## config.mk

```make
export PLATFORM = sky130hd
export DESIGN_NAME = gnss_binary_frame_builder
export DESIGN_NICKNAME = d
export VERILOG_FILES = /design/src/design/gfb_pkg.sv /design/src/design/gfb_front.sv /design/src/design/gfb_queue.sv /design/src/design/gfb_back.sv /design/src/design/gnss_binary_frame_builder.sv
export SDC_FILE = /design/constraint.sdc
export NUM_CORES = 1
export LEC_CHECK = 0
export ABC_AREA = 1
export BUFFER_PORTS_ARGS = -buffer_cell sky130_fd_sc_hd__buf_2
export CAP_MARGIN = 20
export CORE_ASPECT_RATIO = 1.1
export CORE_UTILIZATION = 60
export DETAILED_ROUTE_END_ITERATION = 8
export PLACE_DENSITY = 0.87
export SLEW_MARGIN = 20
export SYNTH_ARGS = -nofsm -noshare
export SYNTH_HDL_FRONTEND = slang
export SYNTH_SLANG_ARGS = --single-unit
```

## constraint.sdc

```tcl
create_clock -name i_clk -period 4 [get_ports i_clk]
set_input_delay 0 -clock i_clk [delete_from_list [all_inputs] [get_ports i_clk]]
set_output_delay 0 -clock i_clk [all_outputs]
set_load 0.03 [all_outputs]
```

## src/design/gfb_pkg.sv

```systemverilog
// ============================================================================
// gfb_pkg
// Shared types and constants for the binary command frame builder: the sync
// bytes, the payload length limit and the job record passed front to back.
// ============================================================================
`default_nettype none

package gfb_pkg;

    // Frame constants
    localparam logic [7:0] SYNC_FIRST      = 8'hB5;
    localparam logic [7:0] SYNC_SECOND     = 8'h62;
    localparam logic [7:0] LEN_HIGH        = 8'h00;
    localparam logic [7:0] MAX_PAYLOAD_LEN = 8'd255;

    // Default depth of the job queue between front and back
    localparam int QUEUE_DEPTH_DEF = 4;

    // Input item kinds (tuser of the slave side)
    localparam logic CMD_HEADER  = 1'b0;
    localparam logic CMD_PAYLOAD = 1'b1;

    // Kind of job the back end serialises
    typedef enum logic [1:0] {
        KIND_HDR,
        KIND_PAY,
        KIND_ERR
    } t_kind;

    // One classified request: everything the back end needs to emit its bytes
    typedef struct packed {
        t_kind      kind;
        logic       close;   // checksum bytes follow, frame ends
        logic [7:0] data0;   // class on header, payload byte on payload
        logic [7:0] data1;   // message id
        logic [7:0] data2;   // length low byte
        logic [7:0] ck_a;
        logic [7:0] ck_b;
    } t_job;

endpackage

`default_nettype wire

```

## src/design/gfb_front.sv

```systemverilog
// ============================================================================
// gfb_front
// Accepts header and payload requests, keeps the frame state and the two
// Fletcher sums, and pushes one classified job per request into the queue.
// ============================================================================
`default_nettype none

module gfb_front (
    input  wire               i_clk,
    input  wire               i_rst_n,
    input  wire               i_valid,
    output logic              o_ready,
    input  wire               i_cmd,
    input  wire  [7:0]        i_frame_class,
    input  wire  [7:0]        i_message_id,
    input  wire  [7:0]        i_payload_length,
    input  wire  [7:0]        i_payload_byte,
    input  wire               i_queue_full,
    output logic              o_push,
    output gfb_pkg::t_job     o_job
);
    import gfb_pkg::*;

    logic       r_frame_open, n_frame_open;
    logic [7:0] r_bytes_left, n_bytes_left;
    logic [7:0] r_sum_a, n_sum_a;
    logic [7:0] r_sum_b, n_sum_b;

    logic       accept;
    logic [7:0] len_sat;
    logic [7:0] ha1, hb1, ha2, hb2, ha3, hb3, hb4;
    logic [7:0] pay_a, pay_b, pay_left;

    assign o_ready = !i_queue_full;
    assign accept  = i_valid && o_ready;
    assign o_push  = accept;

    // Saturate the length and fold class, id, length low and length high
    assign len_sat = (i_payload_length > MAX_PAYLOAD_LEN) ? MAX_PAYLOAD_LEN
                                                          : i_payload_length;
    assign ha1 = i_frame_class;
    assign hb1 = i_frame_class;
    assign ha2 = ha1 + i_message_id;
    assign hb2 = hb1 + ha2;
    assign ha3 = ha2 + len_sat;
    assign hb3 = hb2 + ha3;
    assign hb4 = hb3 + ha3 + LEN_HIGH;

    // Fold one payload byte into the running sums
    assign pay_a    = r_sum_a + i_payload_byte;
    assign pay_b    = r_sum_b + pay_a;
    assign pay_left = r_bytes_left - 8'd1;

    // Classify the request and work out the next frame state
    always_comb begin
        n_frame_open = r_frame_open;
        n_bytes_left = r_bytes_left;
        n_sum_a      = r_sum_a;
        n_sum_b      = r_sum_b;
        o_job        = '0;
        o_job.data1  = i_message_id;
        o_job.data2  = len_sat;
        if (i_cmd == CMD_HEADER) begin
            o_job.kind   = KIND_HDR;
            o_job.data0  = i_frame_class;
            o_job.close  = (len_sat == 8'd0);
            o_job.ck_a   = ha3;
            o_job.ck_b   = hb4;
            n_sum_a      = ha3;
            n_sum_b      = hb4;
            n_bytes_left = len_sat;
            n_frame_open = (len_sat != 8'd0);
        end else if (r_frame_open) begin
            o_job.kind   = KIND_PAY;
            o_job.data0  = i_payload_byte;
            o_job.close  = (pay_left == 8'd0);
            o_job.ck_a   = pay_a;
            o_job.ck_b   = pay_b;
            n_sum_a      = pay_a;
            n_sum_b      = pay_b;
            n_bytes_left = pay_left;
            n_frame_open = (pay_left != 8'd0);
        end else begin
            o_job.kind   = KIND_ERR;
        end
    end

    // Hold frame state; update only on an accepted request
    always_ff @(posedge i_clk) begin
        if (!i_rst_n) begin
            r_frame_open <= 1'b0;
            r_bytes_left <= 8'd0;
            r_sum_a      <= 8'd0;
            r_sum_b      <= 8'd0;
        end else if (accept) begin
            r_frame_open <= n_frame_open;
            r_bytes_left <= n_bytes_left;
            r_sum_a      <= n_sum_a;
            r_sum_b      <= n_sum_b;
        end
    end

    // An open frame always has bytes to come, a closed one none
    a_open_matches_left: assert property (@(posedge i_clk) disable iff (!i_rst_n)
        r_frame_open == (r_bytes_left != 8'd0))
        else $error("frame open flag disagrees with byte count");

endmodule

`default_nettype wire

```

## src/design/gfb_queue.sv

```systemverilog
// ============================================================================
// gfb_queue
// Short first-in first-out queue of jobs that decouples the front end from
// the back end so that each side can stall on its own.
// ============================================================================
`default_nettype none

module gfb_queue #(
    parameter int DEPTH = gfb_pkg::QUEUE_DEPTH_DEF
) (
    input  wire               i_clk,
    input  wire               i_rst_n,
    input  wire               i_push,
    input  gfb_pkg::t_job     i_job,
    output logic              o_full,
    input  wire               i_pop,
    output logic              o_valid,
    output gfb_pkg::t_job     o_job
);
    import gfb_pkg::*;

    localparam int PTR_W = (DEPTH > 1) ? $clog2(DEPTH) : 1;
    localparam int CNT_W = $clog2(DEPTH + 1);

    t_job             r_slot [DEPTH];
    logic [PTR_W-1:0] r_wr_ptr, r_rd_ptr;
    logic [CNT_W-1:0] r_count;

    assign o_full  = (r_count == CNT_W'(DEPTH));
    assign o_valid = (r_count != '0);
    assign o_job   = r_slot[r_rd_ptr];

    // Store the pushed job
    always_ff @(posedge i_clk) begin
        if (i_push) begin
            r_slot[r_wr_ptr] <= i_job;
        end
    end

    // Advance pointers and track the fill level
    always_ff @(posedge i_clk) begin
        if (!i_rst_n) begin
            r_wr_ptr <= '0;
            r_rd_ptr <= '0;
            r_count  <= '0;
        end else begin
            if (i_push) begin
                r_wr_ptr <= (r_wr_ptr == PTR_W'(DEPTH - 1)) ? '0 : r_wr_ptr + 1'b1;
            end
            if (i_pop) begin
                r_rd_ptr <= (r_rd_ptr == PTR_W'(DEPTH - 1)) ? '0 : r_rd_ptr + 1'b1;
            end
            if (i_push && !i_pop) begin
                r_count <= r_count + 1'b1;
            end else if (i_pop && !i_push) begin
                r_count <= r_count - 1'b1;
            end
        end
    end

    a_no_overflow: assert property (@(posedge i_clk) disable iff (!i_rst_n)
        i_push |-> !o_full)
        else $error("job pushed into a full queue");

    a_no_underflow: assert property (@(posedge i_clk) disable iff (!i_rst_n)
        i_pop |-> o_valid)
        else $error("job popped from an empty queue");

endmodule

`default_nettype wire

```

## src/design/gfb_back.sv

```systemverilog
// ============================================================================
// gfb_back
// Serialises the job at the head of the queue into frame bytes, one per
// cycle, through an output register that the downstream side may stall.
// ============================================================================
`default_nettype none

module gfb_back (
    input  wire               i_clk,
    input  wire               i_rst_n,
    input  wire               i_job_valid,
    input  gfb_pkg::t_job     i_job,
    output logic              o_pop,
    output logic              o_valid,
    input  wire               i_ready,
    output logic [7:0]        o_frame_byte,
    output logic              o_frame_end,
    output logic              o_last_of_run,
    output logic              o_protocol_error
);
    import gfb_pkg::*;

    logic [2:0] r_idx;
    logic       r_valid;
    logic [7:0] r_byte;
    logic       r_end, r_last, r_err;

    logic       advance;
    logic [2:0] last_idx;
    logic       is_last;
    logic [7:0] sel_byte;

    assign o_valid          = r_valid;
    assign o_frame_byte     = r_byte;
    assign o_frame_end      = r_end;
    assign o_last_of_run    = r_last;
    assign o_protocol_error = r_err;

    assign advance = i_job_valid && (!r_valid || i_ready);
    assign is_last = (r_idx == last_idx);
    assign o_pop   = advance && is_last;

    // Pick the byte for the current position within the job
    always_comb begin
        last_idx = 3'd0;
        sel_byte = 8'h00;
        unique case (i_job.kind)
            KIND_HDR: begin
                last_idx = i_job.close ? 3'd7 : 3'd5;
                unique case (r_idx)
                    3'd0:    sel_byte = SYNC_FIRST;
                    3'd1:    sel_byte = SYNC_SECOND;
                    3'd2:    sel_byte = i_job.data0;
                    3'd3:    sel_byte = i_job.data1;
                    3'd4:    sel_byte = i_job.data2;
                    3'd5:    sel_byte = LEN_HIGH;
                    3'd6:    sel_byte = i_job.ck_a;
                    default: sel_byte = i_job.ck_b;
                endcase
            end
            KIND_PAY: begin
                last_idx = i_job.close ? 3'd2 : 3'd0;
                unique case (r_idx)
                    3'd0:    sel_byte = i_job.data0;
                    3'd1:    sel_byte = i_job.ck_a;
                    default: sel_byte = i_job.ck_b;
                endcase
            end
            default: begin
                last_idx = 3'd0;
                sel_byte = 8'h00;
            end
        endcase
    end

    // Advance through the job and load the output register
    always_ff @(posedge i_clk) begin
        if (!i_rst_n) begin
            r_idx   <= 3'd0;
            r_valid <= 1'b0;
        end else begin
            if (advance) begin
                r_idx   <= is_last ? 3'd0 : r_idx + 3'd1;
                r_valid <= 1'b1;
            end else if (i_ready) begin
                r_valid <= 1'b0;
            end
        end
    end

    // Output payload, no reset needed
    always_ff @(posedge i_clk) begin
        if (advance) begin
            r_byte <= sel_byte;
            r_last <= is_last;
            r_end  <= is_last && i_job.close && (i_job.kind != KIND_ERR);
            r_err  <= (i_job.kind == KIND_ERR);
        end
    end

    // Part way through a job, the job must still sit at the queue head
    a_job_held: assert property (@(posedge i_clk) disable iff (!i_rst_n)
        (r_idx != 3'd0) |-> i_job_valid)
        else $error("job left the queue before all its bytes were sent");

    a_end_is_last: assert property (@(posedge i_clk) disable iff (!i_rst_n)
        (r_valid && r_end) |-> (r_last && !r_err))
        else $error("frame end on a byte that does not close the request");

endmodule

`default_nettype wire

```

## src/design/gnss_binary_frame_builder.sv

```systemverilog
// ============================================================================
// gnss_binary_frame_builder
// Turns header and payload requests into framed binary receiver commands
// with sync bytes and an 8-bit Fletcher checksum.
// ============================================================================
// A header request (tuser 0) emits sync 0xB5 0x62, class, id, length low and
// length high (always zero) - six bytes, eight when the length is zero, since
// the two checksum bytes then follow at once. Each payload request (tuser 1)
// emits its byte, plus ck_a and ck_b after the final byte of the frame. A
// payload request with no open frame gives a single zero byte flagged as a
// protocol error; a header request abandons any open frame. Lengths above
// MAX_PAYLOAD_LEN are saturated. Requests are taken one per cycle while the
// job queue (QUEUE_DEPTH entries) has room; the output side delivers one byte
// per cycle from a registered stage while the receiver is ready, and the byte
// serialiser behind the queue paces the output.
// ============================================================================
`default_nettype none

module gnss_binary_frame_builder #(
    parameter int QUEUE_DEPTH = gfb_pkg::QUEUE_DEPTH_DEF
) (
    input  wire         i_clk,
    input  wire         i_rst_n,
    input  wire         s_axis_tvalid,
    output logic        s_axis_tready,
    // [7:0] frame_class, [15:8] message_id, [23:16] payload_length,
    // [31:24] payload_byte
    input  wire  [31:0] s_axis_tdata,
    // [0] cmd
    input  wire         s_axis_tuser,
    output logic        m_axis_tvalid,
    input  wire         m_axis_tready,
    // [7:0] frame_byte
    output logic [7:0]  m_axis_tdata,
    // frame_end
    output logic        m_axis_tlast,
    // [0] last_of_run, [1] protocol_error
    output logic [1:0]  m_axis_tuser
);
    import gfb_pkg::*;

    logic q_full, q_valid, q_push, q_pop;
    t_job push_job, head_job;
    logic last_of_run, protocol_error;

    // Classify requests and keep the checksum state
    gfb_front u_front (
        .i_clk            (i_clk),
        .i_rst_n          (i_rst_n),
        .i_valid          (s_axis_tvalid),
        .o_ready          (s_axis_tready),
        .i_cmd            (s_axis_tuser),
        .i_frame_class    (s_axis_tdata[7:0]),
        .i_message_id     (s_axis_tdata[15:8]),
        .i_payload_length (s_axis_tdata[23:16]),
        .i_payload_byte   (s_axis_tdata[31:24]),
        .i_queue_full     (q_full),
        .o_push           (q_push),
        .o_job            (push_job)
    );

    // Buffer jobs between the two sides
    gfb_queue #(
        .DEPTH (QUEUE_DEPTH)
    ) u_queue (
        .i_clk   (i_clk),
        .i_rst_n (i_rst_n),
        .i_push  (q_push),
        .i_job   (push_job),
        .o_full  (q_full),
        .i_pop   (q_pop),
        .o_valid (q_valid),
        .o_job   (head_job)
    );

    // Serialise jobs into frame bytes
    gfb_back u_back (
        .i_clk            (i_clk),
        .i_rst_n          (i_rst_n),
        .i_job_valid      (q_valid),
        .i_job            (head_job),
        .o_pop            (q_pop),
        .o_valid          (m_axis_tvalid),
        .i_ready          (m_axis_tready),
        .o_frame_byte     (m_axis_tdata),
        .o_frame_end      (m_axis_tlast),
        .o_last_of_run    (last_of_run),
        .o_protocol_error (protocol_error)
    );

    assign m_axis_tuser = {protocol_error, last_of_run};

endmodule

`default_nettype wire

```

# --- Word-level counts from Yosys, hierarchy flattened ---
# Memory sizes are Yosys's and may differ from the RTL's. A register that Yosys moved wholly into a read port is not among the register bits.
# Cells that the tools add are included.
word_totals:
  output_inout_bits: 13
  n_memories: 1
  mem_bits_rw: 172
  ff_bits: 47
classes:
  n_addsub: 13
  magnitude_cmp: 1
  n_reduce_logical: 22
  mux: 31
  eq_ne: 14
memory_table:
  columns: ["name", "words", "width", "rd", "rd_ports_with_merged_regs", "wr", "line", "text"]
  rows:
  - ["u_queue.r_slot", 4, 43, 1, 1, 1, "gfb_queue.sv:25", "t_job r_slot [DEPTH];"]
op_table:
  columns: ["op", "n"]
  rows:
  - ["adder 8 bit", 7]
  - ["2-to-1 mux 8 bit", 7]
  - ["one-hot mux 8 bit (7 select lines)", 1]
  - ["2-to-1 mux 16 bit", 2]
  - ["one-hot mux 8 bit (2 select lines)", 2]
  - ["logical NOT 8 bit", 2]
  - ["nonzero test 8 bit", 2]
  - ["2-to-1 mux 2 bit", 7]
  - ["== test 3 bit, second input constant", 4]
  - ["2-to-1 mux 11 bit", 1]
  - ["2-to-1 mux 3 bit", 3]
  - ["2-to-1 mux 9 bit", 1]
  - ["> comparator 8 bit, second input constant", 1]
  - ["subtractor 8 x 1 -> 8 bit, second input constant", 1]
  - ["logical AND 1 bit", 7]
  - ["adder 3 x 1 -> 3 bit, second input constant", 2]
  - ["== test 2 bit, second input constant", 3]
  - ["== test 3 x 2 -> 1 bit, second input constant", 2]
  - ["2-to-1 mux 1 bit", 6]
  - ["one-hot mux 3 bit (2 select lines)", 1]
  - ["adder 2 x 1 -> 2 bit, second input constant", 2]
  - ["logical NOT 1 bit", 4]
  - ["nonzero test 2 bit", 2]
  - ["== test 3 x 1 -> 1 bit, second input constant", 1]
  - ["10 further kinds", 10]

# --- Longest topological paths before layout ---
logic_depth:
  depth_word: 7
  mapped_depth: 28

# --- Cells and area by module ---
# A second synthesis with hierarchy kept.
hier_totals:
  hier_cells: 1226
  hier_area_um2: 11666.2
modules_own_cells:
  columns: ["mod", "cells_each", "n_inst", "area_each_um2"]
  rows:
  - ["gfb_queue", 475, 1, 6815.3]
  - ["gfb_front", 537, 1, 3550.9]
  - ["gfb_back", 212, 1, 1285.0]
  - ["gnss_binary_frame_builder", 2, 1, 15.0]

# --- Least setup slack after synthesis ---
# No wires, ideal clock.
synth_path:
  path_kind: "input port to flip-flop"
  startpoint: "in s_axis_tdata[0]"
  endpoint: "mem u_queue.r_slot[0][7] (netlist name) (data pin)"
  stages: 22
  arrival_ns: 3.389
  path_buffers: 0
  setup_slack_ns: 0.431
  required_ns: 3.821
  path_cell_list: "ha_1 > fa_1 > a31oi_1 > xor2_1 > inv_1 > ha_1 > nand2_1 > nand2_1 > or2_2 > nand2_1 > fa_1 > inv_1 > ha_1 > a21oi_1 > nand2_1 > nor2b_1 > nand2_1 > nand2_1 > inv_1 > nand2_1 > nand3_1 > a21oi_1"
synth_lines:
  columns: ["item", "line", "text"]
  rows:
  - ["start: declaration", "gnss_binary_frame_builder.sv:28", "input wire [31:0] s_axis_tdata,"]
  - ["end: declaration", "gfb_queue.sv:25", null]

==> results.yml <==
detailed_routing:
  wl_per_cell_um: 20.24
  drtIter0Drc: 1277
  route.detailed.drc: 0
  dr.max_layer_used: "met4"
  routed_wirelength_mm: 30.55
  wl_met2_mm: 14.81
  wl_met3_mm: 2.876
  dr.pass1.iters: 6
  ant_nets: 0
  via_per_inst: 6.120
  vias: 9235
  wirelength_met1_mm: 11.14
synth:
  synth_top_cell_by_area: "edfxtp_1"
  netlist_area_um2: 11380
  synth_cells: 1184
  synth.yosys.seq_area_share_pct: 54.98
  synth.area.top_cells: "edfxtp_1, nand2_1, dfxtp_1"
  yosys_warnings: 0
  synth_top_area_share_pct: 48.29
  avgSynthCellArea_um2: 9.611
  synth.lib_cells_used.distinct: 49
  synth_fp_nets: 1282
  ys_ff_latch: 221
global_routing:
  grt_use_total_pct: 31.41
  grt_max_degree: 72
  overflow: 0
  antenna_found_initial: 1
  grt_pass1_vias: 9062
  grt_pass1_wl_mm: 47.13
power:
  power_density_nw_per_um2: 663.1
  vdd_drop_max_mv: 0.4788
  leakagePower_uw: 0.005337
  finalPower_uw: 8549
floorplanning:
  core_area_um2: 18480
  io_pins: 50
  die_width_um: 133.3
  rows: 52
  die_y_um: 146.4
  initial_core_util_pct: 61.59
  die_area_um2: 19520
status:
  status: "completed"
clock_network:
  post_cts_buffers: 0
  cts_buffers: 22
  tritoncts: "built"
  cts.clk_slew.worst_paths_ps: 60
  cts.sinks: 221
  clockBufferDepth: 3
  clock_latency_ps: 520
  cts-root-buf: "clkbuf_16"
  htreeDepth: 1
timing:
  fin_crit_sh_pct: 96.12
  clock-skew-final_ps: 13.58
  relSlewSlack_pct: 32.89
  report.final.slew_viol_count: 0
  max_freq_ghz: 0.2601
  setup_viol: 0
  worst_pin_slew_ps: 1003
  fin_crit_ps: 3845
  hold_violations: 0
setup_path:
  crit_top_cell: "nand2_1"
  r2r_end: "u_queue.r_slot[2][7]$_DFFE_PP_"
  crit_required_ps: 4300
  cpPeakStageDelay_ps: 580
  crit_buf_inv: 6
  crit_slowest_cell: "dlygate4sd3_1"
  r2r-start: "u_front.r_sum_a[0]$_SDFFE_PN0P_"
  crit_path_end_kind: "flop"
  critical_path_depth: 21
  rr_worst_depth: 17
  startpoint_type: "input pin"
  startpoint: "s_axis_tdata[8]"
  crit_fanout: 6
  criticalPathCategory: "input pin to flop"
  arrival_ps: 4140
  reg2reg_slack_ps: 940
  cp_cell_sequence: "buf_2 -> dlygate4sd3_1 -> buf_4 -> inv_1 -> ha_4 -> inv_1 -> ha_2 -> fa_2 -> xnor2_1 -> fa_1 -> inv_1 -> ha_1 -> a21oi_1 -> nand2_1 -> nand2_1 -> nand2_1 -> a21oi_1 -> nor2_1 -> nor2_1 -> nand2_1 -> a21oi_1"
  path_delay_family: "adder cells"
  setup.worst_path.end: "u_queue.r_slot[0][6]$_DFFE_PP_"
final_layout:
  fin_nets: 1347
  fin_cells: 1509
  drive_above_1_share_pct: 11.38
  syn_to_final_growth_pct: 13.29
  fin_util_pct: 69.77
flow_run:
  max_cap_viol_count: 0
worst_hold_path:
  worstHoldPathType: "input pin to flop"
place:
  port_buffers: 49
  place.gp.congestion: 0.9298
  place_inst: 1446
  dp_hpwl_mm: 18.91
-- layout by cell type (no fill, tap or decap), drive strengths merged, types with 4 or more instances in the layout --
master,instances
a21oi,59
a221oi,5
a31oi,7
buf,68
clkbuf,26
clkinv,13
dfxtp,38
dlygate4sd3,22
edfxtp,183
fa,12
ha,49
inv,128
nand2,213
nand3,67
nand4,4
nor2,148
o211ai,10
o21a,10
o21ai,117
o22ai,26
or2,6
xnor2,7
xor2,17
-- layer usage --
metal  vias up  global-route usage (%)
met5         -                       0
met4         0                   17.84
met3       125                   4.931
met2       611                   52.63
met1      4324                   38.71
li1       4175                       -
-- cell usage after synthesis (all sizes together) --
master and number:
a221oi 5, edfxtp 183, xnor2 7, and2 3
nand3b 1, nor4 3, clkinv 3, o22a 3
clkbuf 18, a211oi 3, a21oi 59, a21o 2
dfxtp 38, o2111ai 2, nor2b 1, a22o 2
inv 127, o22ai 26, o31ai 3, a31oi 7
a31o 1, nand3 67, o21a 10, fa 12
nor2 148, nor3 3, or2 6, o21ai 117
ha 49, buf 31, nand2 213, o211ai 10
nand4 4, xor2 17
-- power by group --
part           switching, uW  internal, uW
logic                   2220          1030
clock network            891          1250
registers                162          3000
total                   3270          5280
-- timing repair --
action,CTS,global route
hold buffers,22,0
endpoints found under the setup margin,0,9
endpoints found under the hold margin,88,0
resized for setup,0,13
-- worst reg2reg max path: stages (launching register included) --
cell and delay, ps:
dfxtp_1 320, ha_1 220, fa_1 420, nand3_1 110, nand2_1 80, nand2_1 100, a21oi_1 80, nor2_1 100
nand2_1 80, and2_1 170, ha_1 310, a21oi_1 150, o21ai_0 90, a31oi_1 190, inv_1 60, nand2_1 60
nand3_1 100, a21oi_2 260
-- final cells by class --
class	count	area, um^2
fill	1253	5585
timing repair buffer	90	608.1
antenna	1	2.502
sequential	221	6257
clock buffer	26	586.8
multi-input combinational	784	4491
clock inverter	14	151.4
inverter	130	491.7
tap	243	304.0
-- flip-flops by register name, summed over array words and instances (netlist names), named ones only --
register                 flops
u_front.r_sum_b              8
u_back.o_frame_byte          8
u_back.o_last_of_run         1
u_queue.r_count              3
u_queue.r_slot             172
u_queue.r_rd_ptr             2
u_front.r_sum_a              8
u_back.o_frame_end           1
u_front.r_bytes_left         8
u_queue.r_wr_ptr             2
u_back.o_protocol_error      1
u_front.r_frame_open         1
u_back.o_valid               1
u_back.r_idx                 3
-- how the worst min path moves through the flow --
stage | to | start | cells past startpoint | slack, ps
2_1_floorplan | u_queue.r_slot[0][16]$_DFFE_PP_ | s_axis_tdata[16] | 0 | 100
3_3_place_gp | u_queue.r_slot[2][26]$_DFFE_PP_ | s_axis_tdata[10] | 1 | 230
3_5_place_dp | u_queue.r_slot[3][27]$_DFFE_PP_ | s_axis_tdata[11] | 1 | 250
4_1_cts | u_front.r_bytes_left[6]$_SDFFE_PN0P_ | s_axis_tuser | 3 | 10
5_1_grt | u_front.r_bytes_left[7]$_SDFFE_PN0P_ | s_axis_tuser | 3 | 60
6_report | u_front.r_bytes_left[6]$_SDFFE_PN0P_ | s_axis_tuser | 3 | 40
-- metrics by stage --
step / area (um^2) / worst slack, ps / setup TNS [ps] / hold WS (ps)
floorplan: 11380 / 431.3 / 0 / 98.87
global placement: 11840 / 96.43 / 0 / 232.1
detailed placement: 11840 / -62.74 / -250.9 / 249.0
CTS: 12800 / 34.20 / 0 / 11.95
global route: 12890 / -40.90 / -158.3 / 59.32
finish: 12890 / 155.0 / 0 / 37.49
-- cells by family (layout without fill, tap and decap cells) --
family	Yosys count	in the layout	synth area share, %
other	0	1	0
XOR/XNOR	24	24	1.913
flip-flops	221	221	54.98
AND/OR/NAND/NOR	449	449	16.38
AO/OA/AOI/OAI	250	250	12.57
adder cells (fa/ha/maj)	61	61	7.499
buffers and inverters	179	260	6.663
Note: power is estimated with default switching activity, not from simulation.
